[src/hdl/serial_sync_length_deframer_core_macros.svh]
// Assertion macros shared by the deframer RTL.
// Depends on nothing; included by files that carry concurrent assertions.
`ifndef SERIAL_SYNC_LENGTH_DEFRAMER_CORE_MACROS_SVH
`define SERIAL_SYNC_LENGTH_DEFRAMER_CORE_MACROS_SVH

// The consequent must hold in the same cycle as the antecedent.
`define SSLD_ASSERT_NOW(label, clk, rst_n, ante, cons) \
    label: assert property (@(posedge clk) disable iff (!(rst_n)) (ante) |-> (cons)) \
        else $error("ssld: same-cycle check failed");

// The consequent must hold in the cycle after the antecedent.
`define SSLD_ASSERT_NEXT(label, clk, rst_n, ante, cons) \
    label: assert property (@(posedge clk) disable iff (!(rst_n)) (ante) |=> (cons)) \
        else $error("ssld: next-cycle check failed");

`endif

[src/hdl/ssld_pkg.sv]
// Types and constants of the sync-word, length-prefixed serial deframer.
// Depends on nothing; imported by serial_sync_length_deframer_core.
`default_nettype none

package ssld_pkg;

    // Frame parser phases.
    typedef enum logic [1:0] {
        PH_HUNT    = 2'd0,
        PH_LEN_LO  = 2'd1,
        PH_LEN_HI  = 2'd2,
        PH_PAYLOAD = 2'd3
    } t_phase;

    // Kinds of result transaction.
    typedef enum logic {
        EV_PAYLOAD = 1'b0,
        EV_BAD_LEN = 1'b1
    } t_event_kind;

    localparam logic [15:0] MAX_FRAME_LEN_RST = 16'd1024;
    localparam logic [1:0]  SYNC_LAST_IDX     = 2'd3;

    // Sync word DE CA FB AD, first byte at index zero.
    function automatic logic [7:0] sync_byte(input logic [1:0] idx);
        logic [7:0] b;
        unique case (idx)
            2'd0: b = 8'hDE;
            2'd1: b = 8'hCA;
            2'd2: b = 8'hFB;
            2'd3: b = 8'hAD;
            default: b = 8'hDE;
        endcase
        return b;
    endfunction

endpackage

`default_nettype wire

[src/hdl/serial_sync_length_deframer_core.sv]
// Top level of the sync-word, length-prefixed serial deframer.
// Depends on ssld_pkg and serial_sync_length_deframer_core_macros.svh.
//
// This block accepts one received serial byte per transaction, hunts for the
// sync word DE CA FB AD, reads a two-byte length with the low byte first and
// then hands on each payload byte with its offset in the frame and a flag on
// the last one. A length of zero, or one above max_frame_len, produces a
// single rejection transaction carrying that length, after which the block
// hunts for the sync word again. On a sync mismatch the hunt restarts at the
// first sync byte without comparing the mismatching byte once more. The
// block takes one byte every clock cycle while o_stall is low. An accepted
// byte is held in the input register, and its result, if any, is loaded
// into the result register once that register is empty or being drained.
// The whole per-byte state update sits between these two registers. Stall
// on the result side propagates back to o_stall in the same cycle, so no
// byte is lost or repeated. The maximum length register resets to 1024 and
// should be written only while the block is idle; its write channel is
// always ready.
`default_nettype none
`include "serial_sync_length_deframer_core_macros.svh"

module serial_sync_length_deframer_core (
    input  wire logic        i_clk,
    input  wire logic        i_rst_n,
    // Input byte channel.
    input  wire logic        i_valid,
    output logic             o_stall,
    input  wire logic [7:0]  i_rx_byte,
    // Result channel.
    output logic             o_valid,
    input  wire logic        i_stall,
    output logic             o_event_kind,
    output logic [7:0]       o_payload_byte,
    output logic [15:0]      o_byte_offset,
    output logic             o_last_of_frame,
    output logic [15:0]      o_bad_length,
    // Configuration channel: maximum frame length.
    input  wire logic        i_cfg_valid,
    output logic             o_cfg_ready,
    input  wire logic [15:0] i_cfg_data
);

    import ssld_pkg::*;

    // Input register stage.
    logic        r_in_valid;
    logic [7:0]  r_in_byte;

    // Parser state.
    t_phase      r_phase, n_phase;
    logic [1:0]  r_sync_index, n_sync_index;
    logic [15:0] r_frame_len, n_frame_len;
    logic [15:0] r_payload_count, n_payload_count;
    logic [15:0] r_max_frame_len;

    // Result register stage.
    logic        r_out_valid;
    t_event_kind r_out_kind;
    logic [7:0]  r_out_byte;
    logic [15:0] r_out_offset;
    logic        r_out_last;
    logic [15:0] r_out_bad_len;

    // Result of the byte held in the input register.
    logic        res_valid;
    t_event_kind res_kind;
    logic [7:0]  res_byte;
    logic [15:0] res_offset;
    logic        res_last;
    logic [15:0] res_bad_len;

    logic        s2_take;
    logic        s2_fire;
    logic        in_accept;
    logic [15:0] len_full;
    logic [15:0] count_inc;

    // The result register can load whenever it is empty or being drained.
    // The input register can load whenever it is empty or moving onwards.
    assign s2_take   = !r_out_valid || !i_stall;
    assign s2_fire   = r_in_valid && s2_take;
    assign o_stall   = r_in_valid && !s2_take;
    assign in_accept = i_valid && !o_stall;

    assign o_cfg_ready = 1'b1;

    // Full length once the high byte arrives, and the running payload count.
    assign len_full  = {r_in_byte, r_frame_len[7:0]};
    assign count_inc = r_payload_count + 16'd1;

    always_ff @(posedge i_clk) begin
        if (!i_rst_n) begin
            r_in_valid <= 1'b0;
        end else if (!o_stall) begin
            r_in_valid <= i_valid;
        end
        if (in_accept) begin
            r_in_byte <= i_rx_byte;
        end
    end

    always_ff @(posedge i_clk) begin
        if (!i_rst_n) begin
            r_max_frame_len <= MAX_FRAME_LEN_RST;
        end else if (i_cfg_valid && o_cfg_ready) begin
            r_max_frame_len <= i_cfg_data;
        end
    end

    // Parser state register; it moves only when a byte leaves the input
    // register.
    always_ff @(posedge i_clk) begin
        if (!i_rst_n) begin
            r_phase         <= PH_HUNT;
            r_sync_index    <= 2'd0;
            r_frame_len     <= 16'd0;
            r_payload_count <= 16'd0;
        end else if (s2_fire) begin
            r_phase         <= n_phase;
            r_sync_index    <= n_sync_index;
            r_frame_len     <= n_frame_len;
            r_payload_count <= n_payload_count;
        end
    end

    // Next state and result for the byte in the input register.
    always_comb begin
        n_phase         = r_phase;
        n_sync_index    = r_sync_index;
        n_frame_len     = r_frame_len;
        n_payload_count = r_payload_count;
        res_valid       = 1'b0;
        res_kind        = EV_PAYLOAD;
        res_byte        = 8'd0;
        res_offset      = 16'd0;
        res_last        = 1'b0;
        res_bad_len     = 16'd0;
        unique case (r_phase)
            PH_HUNT: begin
                if (r_in_byte == sync_byte(r_sync_index)) begin
                    if (r_sync_index == SYNC_LAST_IDX) begin
                        n_sync_index = 2'd0;
                        n_phase      = PH_LEN_LO;
                    end else begin
                        n_sync_index = r_sync_index + 2'd1;
                    end
                end else begin
                    n_sync_index = 2'd0;
                end
            end
            PH_LEN_LO: begin
                n_frame_len = {8'd0, r_in_byte};
                n_phase     = PH_LEN_HI;
            end
            PH_LEN_HI: begin
                if ((len_full != 16'd0) && (len_full <= r_max_frame_len)) begin
                    n_frame_len     = len_full;
                    n_payload_count = 16'd0;
                    n_phase         = PH_PAYLOAD;
                end else begin
                    // Rejected length: report it and go back to hunting.
                    res_valid       = 1'b1;
                    res_kind        = EV_BAD_LEN;
                    res_bad_len     = len_full;
                    n_frame_len     = 16'd0;
                    n_payload_count = 16'd0;
                    n_sync_index    = 2'd0;
                    n_phase         = PH_HUNT;
                end
            end
            PH_PAYLOAD: begin
                res_valid       = 1'b1;
                res_kind        = EV_PAYLOAD;
                res_byte        = r_in_byte;
                res_offset      = r_payload_count;
                res_last        = (count_inc == r_frame_len);
                n_payload_count = count_inc;
                if (count_inc == r_frame_len) begin
                    n_frame_len     = 16'd0;
                    n_payload_count = 16'd0;
                    n_sync_index    = 2'd0;
                    n_phase         = PH_HUNT;
                end
            end
            default: begin
                n_phase = PH_HUNT;
            end
        endcase
    end

    // Result register.
    always_ff @(posedge i_clk) begin
        if (!i_rst_n) begin
            r_out_valid <= 1'b0;
        end else if (s2_take) begin
            r_out_valid <= r_in_valid && res_valid;
        end
        if (s2_fire && res_valid) begin
            r_out_kind    <= res_kind;
            r_out_byte    <= res_byte;
            r_out_offset  <= res_offset;
            r_out_last    <= res_last;
            r_out_bad_len <= res_bad_len;
        end
    end

    assign o_valid         = r_out_valid;
    assign o_event_kind    = r_out_kind;
    assign o_payload_byte  = r_out_byte;
    assign o_byte_offset   = r_out_offset;
    assign o_last_of_frame = r_out_last;
    assign o_bad_length    = r_out_bad_len;

    // Stall is only ever raised against a byte already held.
    `SSLD_ASSERT_NOW(a_stall_needs_byte, i_clk, i_rst_n, o_stall, r_in_valid)
    // Sync progress exists only while hunting.
    `SSLD_ASSERT_NOW(a_sync_only_hunting, i_clk, i_rst_n, r_sync_index != 2'd0,
        r_phase == PH_HUNT)
    // In payload the frame is non-empty and not yet complete.
    `SSLD_ASSERT_NOW(a_payload_bounds, i_clk, i_rst_n, r_phase == PH_PAYLOAD,
        (r_frame_len != 16'd0) && (r_payload_count < r_frame_len))
    // A rejection always sends the parser back to hunting.
    `SSLD_ASSERT_NEXT(a_reject_resyncs, i_clk, i_rst_n,
        s2_fire && res_valid && (res_kind == EV_BAD_LEN), r_phase == PH_HUNT)
    // A pending last byte means its frame is already closed.
    `SSLD_ASSERT_NOW(a_last_closes_frame, i_clk, i_rst_n,
        r_out_valid && r_out_last && (r_out_kind == EV_PAYLOAD),
        (r_phase == PH_HUNT) && (r_sync_index == 2'd0) && (r_frame_len == 16'd0))

endmodule

`default_nettype wire
[config.mk]
export PLATFORM = sky130hd
export DESIGN_NAME = serial_sync_length_deframer_core
export DESIGN_NICKNAME = d
export VERILOG_FILES = /design/src/hdl/ssld_pkg.sv /design/src/hdl/serial_sync_length_deframer_core.sv
export VERILOG_INCLUDE_DIRS = /design/src /design/src/hdl
export SDC_FILE = /design/constraint.sdc
export NUM_CORES = 1
export LEC_CHECK = 0
export ABC_AREA = 0
export ABC_CLOCK_PERIOD_IN_PS = 5300
export BUFFER_PORTS_ARGS = -buffer_cell sky130_fd_sc_hd__buf_2
export CAP_MARGIN = 30
export CORE_ASPECT_RATIO = 1.1
export CORE_MARGIN = 3
export CORE_UTILIZATION = 30
export CTS_BUF_LIST = sky130_fd_sc_hd__clkbuf_4 sky130_fd_sc_hd__clkbuf_8 sky130_fd_sc_hd__clkbuf_16
export DETAILED_ROUTE_END_ITERATION = 7
export SYNTH_ARGS = -nofsm -noshare
export SYNTH_HDL_FRONTEND = slang
export SYNTH_SLANG_ARGS = --single-unit
[constraint.sdc]
create_clock -name i_clk -period 5.3 [get_ports i_clk]
set_input_delay 0.53 -clock i_clk [delete_from_list [all_inputs] [get_ports i_clk]]
set_output_delay 0.53 -clock i_clk [all_outputs]
set_load 0.05 [all_outputs]
; ---- After elaboration in Yosys (flattened, before gate mapping)
; Index checks and enable logic that the tools add are counted.
[word_totals]
out_inout_bits = 45
reg_bits = 104
wordCells = 71
[classes]
eq_ne = 12
magnitude_cmp = 1
mux = 18
n_reduce_logical = 23
bitwise = 1
addsub = 2
[op_table]
columns = op, n
row1 = $mux W16, 3
row2 = $pmux W16 S3, 1
row3 = $pmux W16 S2, 1
row4 = $pmux W8 S4, 1
row5 = $add A16 B1 Y16 const B, 1
row6 = $eq A16 B16 Y1, 1
row7 = $le A16 B16 Y1, 1
row8 = $reduce_bool A16 Y1, 1
row9 = $mux W2, 7
row10 = $reduce_and A4 Y1, 3
row11 = $eq A2 B2 Y1 const B, 4
row12 = $eq A8 B8 Y1, 1
row13 = $mux W8, 1
row14 = $ne A2 B2 Y1 const B, 4
row15 = $pmux W2 S4, 1
row16 = $logic_and A1 B1 Y1, 6
row17 = $pmux W2 S3, 1
row18 = $reduce_bool A3 Y1, 2
row19 = $eq A2 B1 Y1 const B, 2
row20 = $logic_not A1 Y1, 4
row21 = $logic_not A2 Y1, 2
row22 = $reduce_and A3 Y1, 1
row23 = $add A2 B1 Y2 const B, 1
row24 = $pmux W1 S2, 1
row25 = other kinds (6), 6

; ---- Depth between registers and ports, before layout
[depth]
word_depth = 6
mapped_depth = 11
mapped_depth_nobuf = 10

; ---- Least setup slack after synthesis
; OpenSTA, ideal clock, no wires.
[synth_path]
kind = register to register
start = register r_in_byte[5]
end = register r_out_bad_len[0], in the netlist o_bad_length[0] (enable)
arrival_time_ns = 3.711
setup_slack_ns = 1.148
stages_incl_launch_ff = 9
required_ns = 4.859
path_cell_list = edfxtp_1 > ha_1 > nand4_1 > a2111oi_0 > a2111oi_0 > o21ai_1 > and2_1 > nor2_1 > nor2_1
[synth_via]
elab_chain_cells = 5
word_cells_on_any_way = 6
classes_between = 1 x order compare / 2 x mux / 3 x reduce/logical
[synth_rtl]
columns = element, line_no
row1 = from (decl), serial_sync_length_deframer_core.sv:47  ; logic [7:0] r_in_byte;
row2 = from (signal assigned), serial_sync_length_deframer_core.sv:98  ; r_in_byte <= i_rx_byte;
row3 = $le A16 B16 Y1 / $reduce_bool A16 Y1 (equally long branches), serial_sync_length_deframer_core.sv:156  ; if ((len_full != 16'd0) && (len_full <= r_max_frame_len)) begin
row4 = $logic_and A1 B1 Y1 *, serial_sync_length_deframer_core.sv:156
row5 = $mux W1 *, serial_sync_length_deframer_core.sv:156
row6 = $pmux W1 S2 *, serial_sync_length_deframer_core.sv:138  ; unique case (r_phase)
row7 = $logic_and A1 B1 Y1 *, serial_sync_length_deframer_core.sv:198  ; if (s2_fire && res_valid) begin
row8 = to (signal assigned), serial_sync_length_deframer_core.sv:203  ; r_out_bad_len <= res_bad_len;
row9 = to (decl), serial_sync_length_deframer_core.sv:62  ; logic [15:0] r_out_bad_len;
; Every way passes the cells marked *; elsewhere a longest branch is shown, timed or not.
; A chain may end at the register's enable or synchronous reset.

; ---- Worst setup path after layout
[layout_path]
start = register r_payload_count[0]
end = register r_phase[1]
[layout_via]
elab_chain_cells = 4
[layout_rtl]
columns = element, line_no
row1 = from (decl), serial_sync_length_deframer_core.sv:53  ; logic [15:0] r_payload_count, n_payload_count;
row2 = from (signal assigned), serial_sync_length_deframer_core.sv:122  ; r_payload_count <= n_payload_count;
row3 = $add A16 B1 Y16, serial_sync_length_deframer_core.sv:89  ; assign count_inc = r_payload_count + 16'd1;
row4 = $eq A16 B16 Y1, serial_sync_length_deframer_core.sv:178  ; if (count_inc == r_frame_len) begin
row5 = $ne A2 B2 Y1 (no line), --
row6 = $reduce_and A4 Y1 (no line), --
row7 = to (signal assigned), serial_sync_length_deframer_core.sv:119  ; r_phase <= n_phase;
row8 = to (decl), serial_sync_length_deframer_core.sv:50  ; t_phase r_phase, n_phase;
; No other way between the ends.

==> flow_results.xml <==
<?xml version="1.0" encoding="UTF-8"?>
<metrics>
  <group name="setup_path">
    <metric name="criticalPathCategory" unit="">register to register</metric>
    <metric name="slowest_stage" unit="">sky130_fd_sc_hd__or4_1</metric>
    <metric name="critPathRequiredTime" unit="ps">5550</metric>
    <metric name="timing.critical_path.arrival" unit="ps">3700</metric>
    <metric name="worstPathCellList" unit="">ha_1, and3_1, mux2i_1, or4_1, or4_4, nor4_4, nor2_2, or4_1, a32o_1</metric>
    <metric name="critical_path.most_common_cell" unit="">sky130_fd_sc_hd__or4_1</metric>
    <metric name="crit_path_max_incr_delay" unit="ps">510</metric>
    <metric name="critical_path_peak_fanout" unit="">9</metric>
    <metric name="r2r_end" unit="">r_phase[1]</metric>
    <metric name="endpoint_kind_of_the_worst_setup_timing_path" unit="">register</metric>
    <metric name="rr_worst_depth" unit="">9</metric>
    <metric name="startpoint_type" unit="">register</metric>
    <metric name="setup.reg_to_reg.worst_slack" unit="ps">1840</metric>
    <metric name="regToRegStartpoint" unit="">r_payload_count[0]</metric>
  </group>
  <group name="global_route">
    <metric name="via_count_of_the_first_global_routing_pass" unit="">4147</metric>
    <metric name="overflow" unit="">0</metric>
    <metric name="antenna_found_initial" unit="">0</metric>
    <metric name="groute.usage.overall" unit="">0.136</metric>
    <metric name="maximum_number_of_pins_on_one_net_before_global_route_repair" unit="">62</metric>
    <metric name="grt_first_pass_wirelength" unit="um">21000</metric>
  </group>
  <group name="pwr">
    <metric name="total_leakage_power" unit="nW">2.57</metric>
    <metric name="share_of_total_power_in_sequential_cells" unit="">0.543</metric>
    <metric name="p_per_area" unit="nW/um2">258</metric>
    <metric name="ir_drop" unit="uV">143</metric>
    <metric name="comb_power_share" unit="">0.048</metric>
    <metric name="power.switching_fraction" unit="">0.235</metric>
    <metric name="netSwitchingPower" unit="uW">372</metric>
    <metric name="cellInternalPower" unit="mW">1.21</metric>
    <metric name="clock_power_share" unit="">0.409</metric>
  </group>
  <group name="layout">
    <metric name="layout.nets" unit="">629</metric>
    <metric name="layout.area.seq" unit="um2">2580</metric>
    <metric name="final_layout_size_suffix_gt1_frac" unit="">0.175</metric>
    <metric name="post_layout_nonfiller_instances" unit="">816</metric>
    <metric name="fillerInstances" unit="">1730</metric>
    <metric name="antenna-diode-count" unit="">0</metric>
    <metric name="area.growth.synth_to_final" unit="%">16.9</metric>
    <metric name="multi_input_comb_area" unit="um2">2450</metric>
  </group>
  <group name="clocking">
    <metric name="worst_path_clk_slew" unit="ps">70</metric>
    <metric name="clock_tree_buffer_depth" unit="">2</metric>
    <metric name="worstSkewPairLatency" unit="ps">350</metric>
    <metric name="cts_root_buffer" unit="">sky130_fd_sc_hd__clkbuf_16</metric>
    <metric name="cts_hold_buf" unit="">0</metric>
    <metric name="clock_sinks" unit="">104</metric>
    <metric name="cts_repair_resize_count" unit="">0</metric>
    <metric name="cts_tree" unit="">yes</metric>
    <metric name="clock_buffer_count_from_cts" unit="">9</metric>
    <metric name="htree_num_levels" unit="">3</metric>
    <metric name="cts.repair_timing.setup_buffer_count" unit="">0</metric>
  </group>
  <group name="floorplanning">
    <metric name="die-width" unit="um">132</metric>
    <metric name="core" unit="um2">17100</metric>
    <metric name="fp-row-count" unit="">50</metric>
    <metric name="die_h" unit="um">145</metric>
    <metric name="design.die.area" unit="um2">19100</metric>
    <metric name="io_pins" unit="">74</metric>
    <metric name="floorplan.initialDensity" unit="">0.308</metric>
  </group>
  <group name="logic_synthesis">
    <metric name="synthesis.area" unit="um2">5250</metric>
    <metric name="synthArstFlopShare" unit="">0</metric>
    <metric name="ys_seq_area_frac" unit="">0.492</metric>
    <metric name="synthesis.nets" unit="">569</metric>
    <metric name="syn_avg_cell_area" unit="um2">10.2</metric>
    <metric name="synth_largest_type_area_fraction" unit="">0.286</metric>
    <metric name="synth_largest_area_cell" unit="">sky130_fd_sc_hd__edfxtp_1</metric>
    <metric name="synth_seq_cells" unit="">104</metric>
    <metric name="synth_enable_flop_cells" unit="">50</metric>
    <metric name="dominantRegCellSynth" unit="">sky130_fd_sc_hd__dfxtp_1</metric>
    <metric name="synth_cells" unit="">517</metric>
    <metric name="ys_warn_count" unit="">0</metric>
    <metric name="synth.distinct_cells" unit="">59</metric>
    <metric name="post_synth_main_area_contributors" unit="">sky130_fd_sc_hd__edfxtp_1 29%, sky130_fd_sc_hd__dfxtp_1 21%, sky130_fd_sc_hd__ha_1 5.5%</metric>
  </group>
  <group name="timing">
    <metric name="report.final.hold_viol_count" unit="">0</metric>
    <metric name="post-route-min-period" unit="ps">3460</metric>
    <metric name="fin_skew" unit="ps">6.74</metric>
    <metric name="grt_setup_unrepaired" unit="">no</metric>
    <metric name="setup_viol_count_final" unit="">0</metric>
    <metric name="slew-limit-headroom" unit="">0.351</metric>
    <metric name="maxSlewViolCount" unit="">0</metric>
    <metric name="final.period_utilization" unit="">0.652</metric>
    <metric name="max_freq" unit="MHz">289</metric>
    <metric name="max_slew.worst_pin.slew" unit="ps">963</metric>
    <metric name="timing.setup.tns" unit="ps">0</metric>
  </group>
  <group name="hold_path">
    <metric name="min_path_type" unit="">primary input to register</metric>
    <metric name="hold_depth" unit="">1</metric>
    <metric name="worst_hold_startpoint" unit="">i_rx_byte[7]</metric>
    <metric name="timing.hold.worst_endpoint" unit="">r_in_byte[7]</metric>
  </group>
  <group name="routing">
    <metric name="wirelength" unit="um">13000</metric>
    <metric name="routed-via-count" unit="">4088</metric>
    <metric name="drcViolationCount" unit="">0</metric>
    <metric name="dr.first_iter.drc_count" unit="">373</metric>
    <metric name="firstDrtPassIters" unit="">4</metric>
    <metric name="postRouteAntennaNets" unit="">0</metric>
    <metric name="via_per_inst" unit="">5.01</metric>
    <metric name="routedWlPerCell" unit="um">15.9</metric>
  </group>
  <group name="placement">
    <metric name="post-dp-hpwl" unit="um">9440</metric>
    <metric name="placement.io_buffers" unit="">72</metric>
    <metric name="finalWeightedCongestion" unit="">0.893</metric>
    <metric name="placed_cell_count" unit="">799</metric>
  </group>
  <group name="outcome">
    <metric name="status" unit="">completed</metric>
  </group>
  <group name="job">
    <metric name="drv.max_cap_violation_count" unit="">0</metric>
  </group>
</metrics>
==> routing by layer <==
layer  up-vias  global-route usage  part of all wire
met2       112               0.232              0.50
met5         -                   0                 0
li1       2010                   -                 -
met1      1948               0.166              0.44
met3        18              0.0252             0.047
met4         0              0.0673             0.018
==> worst max-delay path by stage <==
stage                       startpoint               to  slack (ps)
detailed placement        r_in_byte[1]  r_sync_index[1]        1860
global route        r_payload_count[0]       r_phase[1]        1620
global placement    r_payload_count[2]       r_phase[1]        1760
finish              r_payload_count[0]       r_phase[1]        1840
floorplan                 r_in_byte[5]  o_bad_length[0]        1150
CTS                       r_in_byte[1]  r_sync_index[1]        1820
==> power groups by stage <==
stage	Sequential (mW)	Combinational, mW	Clock, mW
after global placement	0.878	0.0724	0
after floorplan	0.872	0.0520	0
after detailed placement	0.878	0.0753	0
after CTS	0.859	0.0760	0.670
after global routing	0.861	0.0856	0.703
final	0.859	0.0753	0.648
==> cell type report <==
| class | instances | share of cell area |
|---|---|---|
| Multi-Input combinational cell | 358 | 0.400 |
| Timing Repair Buffer | 78 | 0.0693 |
| Tap cell | 234 | 0.0477 |
| Clock inverter | 7 | 0.0104 |
| Sequential cell | 104 | 0.421 |
| Clock buffer | 9 | 0.0367 |
| Inverter | 26 | 0.0159 |
==> synthesized netlist by cell type (all sizes together), types with 10 or more instances <==
cell	instances
and2	28
a21boi	11
and3	28
o21ai	27
nor2b	18
nand4	10
inv	25
nor2	15
xor2	10
ha	23
nand3	33
clkbuf	21
dfxtp	54
edfxtp	50
nand2	30
nor4	11
xnor2	11
mux2i	19
==> cell families after synthesis <==
| logic type | count (synthesis) | synth area share |
|---|---|---|
| and+or+nand+nor | 201 | 0.219 |
| DFF | 104 | 0.492 |
| AOI/OAI and AO/OA | 93 | 0.120 |
| buffers and inverters | 55 | 0.0429 |
| adders and majority gates | 23 | 0.0548 |
| xor gates and xnor gates | 21 | 0.0350 |
| muxes | 19 | 0.0362 |
| other | 1 | 0.000714 |
==> placed cells by master (no fill, tap or decap), drive strengths merged, types with 9 or more instances in the layout <==
| master | n |
|---|---|
| nand2 | 30 |
| nor4 | 11 |
| xnor2 | 11 |
| dfxtp | 54 |
| xor2 | 10 |
| and3 | 28 |
| o21ai | 27 |
| and2 | 28 |
| nand3 | 33 |
| a21oi | 9 |
| a21boi | 11 |
| nand4 | 10 |
| nor2b | 18 |
| edfxtp | 50 |
| clkbuf | 9 |
| nor2 | 15 |
| buf | 78 |
| mux2i | 19 |
| inv | 29 |
| ha | 23 |
==> registers in the layout (all words and copies together) (netlist names) <==
register         cells
r_max_frame_len     16
r_frame_len         16
o_valid              1
o_event_kind         1
r_in_valid           1
r_phase              2
o_payload_byte       8
r_payload_count     16
o_bad_length        16
r_sync_index         2
r_in_byte            8
o_byte_offset       16
o_last_of_frame      1
==> stage by stage <==
stage | setup WS [ps] | power [mW] | cell area [um2] | hold WS (ps) | utilization
after floorplan | 1150 | 0.924 | 5250 | 458 | -
after global placement | 1760 | 0.950 | 5820 | 471 | 0.341
after detailed placement | 1860 | 0.953 | 5840 | 486 | 0.342
after CTS | 1820 | 1.61 | 6130 | 331 | 0.359
after global routing | 1620 | 1.65 | 6140 | 327 | 0.360
final | 1840 | 1.58 | 6140 | 352 | 0.360
==> worst max-delay path, delay by kind of cell (launching register included) <==
kind	cells	cell delay, ps
and+or+nand+nor	6	2180
adders and majority gates	1	290
muxes	1	130
DFF	1	480
AOI/OAI and AO/OA	1	270
(Power assumes the default switching activity.)
